==> src/rtl/core/hbp_pkg.sv <==
package hbp_pkg;

  localparam int MAX_CODE_LEN = 32;
  localparam int NUM_SYMBOLS  = 256;

  localparam int SYM_W  = 8;
  localparam int CODE_W = 32;
  localparam int LEN_W  = 6;
  localparam int BYTE_W = 8;
  localparam int PEND_W = 3;
  localparam int IDX_W  = $clog2(CODE_W);
  localparam int ADDR_W = $clog2(NUM_SYMBOLS);
  localparam int ENTRY_W = CODE_W + LEN_W;

  localparam int LEN_BOUND_I = (MAX_CODE_LEN < CODE_W) ? MAX_CODE_LEN : CODE_W;
  localparam logic [LEN_W-1:0] LEN_BOUND = LEN_W'(LEN_BOUND_I);
  localparam logic [SYM_W:0]   SYM_LIMIT = (SYM_W + 1)'(NUM_SYMBOLS);

  typedef enum logic [1:0] {
    REQ_LOAD   = 2'd0,
    REQ_ENCODE = 2'd1,
    REQ_FLUSH  = 2'd2
  } req_e;

  typedef struct packed {
    logic              start;
    logic              flush;
    logic [CODE_W-1:0] code;
    logic [LEN_W-1:0]  len;
  } pk_cmd_t;

endpackage

==> src/rtl/core/hbp_packer.sv <==
module hbp_packer (
  input  logic                        clk_i,
  input  logic                        rst_ni,
  input  hbp_pkg::pk_cmd_t            cmd_i,
  output logic                        busy_o,
  output logic                        out_valid_o,
  input  logic                        out_ready_i,
  output logic [hbp_pkg::BYTE_W-1:0]  out_byte_o,
  output logic                        out_last_o
);

  logic [hbp_pkg::CODE_W-1:0] code_q, code_d;
  logic [hbp_pkg::LEN_W-1:0]  cnt_q, cnt_d;
  logic [hbp_pkg::BYTE_W-1:0] acc_q, acc_d;
  logic [hbp_pkg::PEND_W-1:0] pend_q, pend_d;
  logic                       out_valid_q, out_valid_d;
  logic [hbp_pkg::BYTE_W-1:0] out_byte_q, out_byte_d;
  logic                       out_last_q, out_last_d;

  logic                       out_free;
  logic                       completes;
  logic                       step_en;
  logic                       cur_bit;
  logic [hbp_pkg::IDX_W-1:0]  bit_idx;
  logic [hbp_pkg::BYTE_W-1:0] shifted_acc;
  logic [3:0]                 align_sh;

  assign busy_o      = (cnt_q != '0);
  assign out_free    = !out_valid_q || out_ready_i;
  assign bit_idx     = hbp_pkg::IDX_W'(cnt_q - hbp_pkg::LEN_W'(1));
  assign cur_bit     = code_q[bit_idx];
  assign shifted_acc = {cur_bit, acc_q[hbp_pkg::BYTE_W-1:1]};
  assign completes   = (pend_q == 3'd7);
  assign step_en     = busy_o && (!completes || out_free);
  assign align_sh    = 4'd8 - {1'b0, pend_q};

  always_comb begin
    code_d      = code_q;
    cnt_d       = cnt_q;
    acc_d       = acc_q;
    pend_d      = pend_q;
    out_valid_d = out_valid_q;
    out_byte_d  = out_byte_q;
    out_last_d  = out_last_q;

    if (out_valid_q && out_ready_i) begin
      out_valid_d = 1'b0;
    end

    if (cmd_i.start) begin
      code_d = cmd_i.code;
      cnt_d  = cmd_i.len;
    end else if (cmd_i.flush) begin
      if (pend_q != '0) begin
        out_valid_d = 1'b1;
        out_byte_d  = acc_q >> align_sh;
        out_last_d  = 1'b1;
      end
      acc_d  = '0;
      pend_d = '0;
    end else if (step_en) begin
      cnt_d = cnt_q - hbp_pkg::LEN_W'(1);
      if (completes) begin
        out_valid_d = 1'b1;
        out_byte_d  = shifted_acc;
        out_last_d  = (cnt_q <= hbp_pkg::LEN_W'(8));
        acc_d       = '0;
        pend_d      = '0;
      end else begin
        acc_d  = shifted_acc;
        pend_d = pend_q + 3'd1;
      end
    end
  end

  always_ff @(posedge clk_i or negedge rst_ni) begin
    if (!rst_ni) begin
      cnt_q       <= '0;
      acc_q       <= '0;
      pend_q      <= '0;
      out_valid_q <= 1'b0;
    end else begin
      cnt_q       <= cnt_d;
      acc_q       <= acc_d;
      pend_q      <= pend_d;
      out_valid_q <= out_valid_d;
    end
  end

  always_ff @(posedge clk_i) begin
    code_q     <= code_d;
    out_byte_q <= out_byte_d;
    out_last_q <= out_last_d;
  end

  assign out_valid_o = out_valid_q;
  assign out_byte_o  = out_byte_q;
  assign out_last_o  = out_last_q;

  // flush only issued once the shifter is empty and the output slot is free
  a_flush_when_idle: assert property (@(posedge clk_i) disable iff (!rst_ni)
    cmd_i.flush |-> !busy_o && out_free)
    else $error("flush while shifting or output blocked");

  // a byte-completing bit waits while the output slot is held
  a_stall_holds: assert property (@(posedge clk_i) disable iff (!rst_ni)
    busy_o && completes && !out_free && !cmd_i.start |=>
      cnt_q == $past(cnt_q) && pend_q == $past(pend_q))
    else $error("shifter advanced over a blocked output");

endmodule

==> config.mk <==
export PLATFORM = sky130hd
export DESIGN_NAME = hbp_packer
export DESIGN_NICKNAME = d
export VERILOG_FILES = /design/src/rtl/core/hbp_pkg.sv /design/src/rtl/core/hbp_packer.sv
export SDC_FILE = /design/constraint.sdc
export NUM_CORES = 1
export LEC_CHECK = 0
export BUFFER_PORTS_ARGS = -buffer_cell sky130_fd_sc_hd__buf_4
export CAP_MARGIN = 20
export CORE_AREA = 2 2 68 95
export DETAILED_ROUTE_END_ITERATION = 7
export DIE_AREA = 0 0 70 97
export GPL_ROUTABILITY_DRIVEN = 0
export PLACE_DENSITY = 0.83
export SYNTH_ARGS = -nofsm -noshare
export SYNTH_HDL_FRONTEND = slang
export SYNTH_SLANG_ARGS = --single-unit
==> constraint.sdc <==
create_clock -name clk_i -period 2.2 [get_ports clk_i]
set_input_delay 0.11 -clock clk_i [delete_from_list [all_inputs] [get_ports clk_i]]
set_output_delay 0.11 -clock clk_i [all_outputs]
set_load 0.005 [all_outputs]
==> impl_metrics.yaml <==
run_status:
  status: "finished, final reports clean"
synth:
  syn_inst: 218
  ys_seq_area_frac: 0.582
  syn_avg_cell_area_sq_um: 13.3
  synth_area_sq_mm: 0.00289
  ys_top_cells_by_area: "edfxtp_1 (43%), dfrtp_1 (16%), mux4_1 (4.5%)"
  synth_warnings: 0
  synth_area_leader_cell: "edfxtp_1"
  yosys_register_bits: 59
  synth_nets: 267
  synth.distinct_cells: 39
  synth_top_area_share: 0.426
final_layout:
  final_cell_mix: "buf_4 (64), edfxtp_1 (41), dlygate4sd3_1 (40), nand2_1 (29), dfrtp_1 (18)"
  final_nets: 375
  layout_commonest_cell: "buf_4"
  drive_above_1_share: 0.320
  nFillCells: 384
  syn_to_final_growth_pct: 42.0
  diodes: 0
placed_design:
  place_hpwl_mm: 4.07
  io_buffer_count: 53
setup_path:
  rr_worst_depth: 7
  cp.arrival_ns: 2.35
  critical_path_depth: 7
  critical_path_class: "reg2reg"
  timing.critical_path.buf_inv: 2
  end_kind: "flip-flop"
  cpLargestDelayFamily: "multiplexers"
  cp_cell_sequence: "buf_6, mux4_1, mux2i_1, nor4_2, nor4_2, buf_4, o41ai_2"
  timing.rr.end: "acc_q[7]"
  crit_fanout: 5
  crit_top_cell: "nor4_2"
  critPathLaunchType: "flip-flop"
  critPathMaxStageDelay_ns: 0.55
  cp.required_ns: 2.41
  rrSetupSlack_ns: 0.07
  slowest_stage: "mux4_1"
  r2r_start: "cnt_q[0]"
worst_hold_path:
  hold_class: "in2reg"
  whs_path_depth: 2
  holdCritStartpoint: "cmd_i[39]"
  holdPathEnd: "out_valid_o"
pwr:
  p_sw_w: 0.000882
  power.internal_w: 0.00229
  p_comb_frac: 0.239
  p_leak_nw: 1.64
  power_density_mw_per_mm2: 772
  power_w: 0.00317
  seqPwrFrac: 0.442
  peakVddDrop_uv: 529
  clkPwrFrac: 0.319
  switching_share: 0.278
clocking:
  root_buffer: "clkbuf_8"
  cts_tree: "done"
  clk_latency_ns: 0.33
  clock-sinks: 59
  htreeDepth: 3
  path_clk_slew_ns: 0.07
  clockBufferDepth: 2
  cts_buffers: 9
sta:
  setup_violations: 0
  slew_violations: 0
  finalCritPeriodShare: 0.970
  fin_tns_setup_ns: 0
  skew_ns: 0.00867
  worstMarginPinSlew_ns: 0.524
  period_minus_slack_ns: 2.13
  fmax_mhz: 469
  final_hold_viol_count: 0
  max_slew_margin: 0.651
die:
  die_x_um: 70
  start_util: 0.493
  dieArea_sq_mm: 0.00679
  core_sq_mm: 0.00586
  chipHeight_um: 97
  ios: 54
  rows: 33
detailed_routing:
  drt_iter0_drc: 178
  vias: 2164
  drc_errors: 0
  ant_nets: 0
  drt-vias-per-instance: 5.40
  routed_wl_mm: 7.19
  first_pass_iters: 4
  wl_per_cell_um: 17.9
global_route:
  grt_pass1_wl_mm: 10.9
  grt_max_degree: 35
  grt_pass1_vias: 2279
  antenna_found_initial: 0
  grt.total_usage: 0.213
  overflow: 0
flow_run:
  drv_cap: 0
==> registers in the layout, summed over array words and instances (netlist names) <==
name / cells
pend_q: 3
cnt_q: 6
out_valid_o: 1
acc_q: 8
out_byte_o: 8
out_last_o: 1
code_q: 32
==> worst max path at each step <==
stage | end | from | slack, ns
detailed placement | out_byte_o[7] | cnt_q[0] | -0.03
global route | acc_q[7] | cnt_q[1] | -0.03
global placement | out_byte_o[7] | cnt_q[0] | 0.07
floorplan | out_byte_o[7] | cnt_q[0] | 0.004
finish | acc_q[7] | cnt_q[0] | 0.07
CTS | acc_q[7] | cnt_q[0] | 0.03
==> power groups by stage <==
stage          clock [W]  combinational (W)  sequential, W
2_1_floorplan          0           0.000442        0.00137
3_3_place_gp           0           0.000597        0.00140
3_5_place_dp           0           0.000621        0.00141
4_1_cts          0.00100           0.000696        0.00139
5_1_grt          0.00108           0.000819        0.00141
6_report         0.00101           0.000758        0.00140
==> Yosys cell counts (all sizes together) <==
| library cell | n |
|---|---|
| a211oi | 6 |
| a21oi | 7 |
| a22o | 1 |
| a31oi | 1 |
| a32o | 2 |
| and3b | 1 |
| buf | 6 |
| clkbuf | 4 |
| dfrtp | 18 |
| edfxtp | 41 |
| ha | 6 |
| inv | 16 |
| mux2 | 2 |
| mux2i | 7 |
| mux4 | 10 |
| nand2 | 29 |
| nand2b | 3 |
| nand3 | 2 |
| nor2 | 8 |
| nor2b | 3 |
| nor3 | 1 |
| nor3b | 1 |
| nor4 | 5 |
| nor4b | 1 |
| o21ai | 14 |
| o21bai | 1 |
| o22a | 1 |
| o22ai | 7 |
| o31ai | 2 |
| o41ai | 1 |
| or2 | 1 |
| xnor2 | 6 |
| xor2 | 4 |
==> per-stage QoR <==
step | std cells | instance area [sq um] | utilization | hold WS [ns] | setup slack [ns]
floorplan | 218 | 2890 | - | -0.186 | 0.00438
global placement | 341 | 3410 | 0.581 | -0.00947 | 0.0745
detailed placement | 341 | 3410 | 0.581 | -0.00546 | -0.0273
CTS | 399 | 4030 | 0.687 | 0.0606 | 0.0290
global route | 401 | 4110 | 0.700 | 0.0812 | -0.0256
finish | 401 | 4110 | 0.700 | 0.0880 | 0.0659
==> layout make-up <==
class | instances | area (sq um) | share of cell area
clock buffer | 11 | 151 | 0.0369
clock inverter | 5 | 51.3 | 0.0125
inverter | 16 | 60.1 | 0.0146
multi-input combinational | 133 | 1160 | 0.282
sequential | 59 | 1680 | 0.410
tap | 70 | 87.6 | 0.0213
timing repair buffer | 107 | 917 | 0.223
==> per-layer routing <==
metal / share of wire / global-route usage / up-vias
li1: - / - / 1025
met1: 0.34 / 0.206 / 1040
met2: 0.58 / 0.415 / 82
met3: 0.048 / 0.0448 / 17
met4: 0.030 / 0.0976 / 0
met5: 0 / 0 / -
==> cells by family (layout without fill, tap and decap cells) <==
kind of cell	Yosys count	in the layout	share of synthesized area
compound gates	43	43	0.0987
xor+xnor	10	10	0.0329
fa+ha+maj	6	6	0.0260
buf+inv	26	139	0.0411
flops	59	59	0.582
mux	19	19	0.116
simple gates	55	55	0.103
==> timing repair <==
item / in CTS / in global routing
pin swaps: 1 / 2
gates cloned: 0 / 1
hold endpoints to repair: 57 / 0
setup endpoints to repair: 1 / 2
resized for setup: 1 / 10
buffers inserted: 2 / 1
hold buffers: 40 / 0
Note: power is estimated with default switching activity, not from simulation.
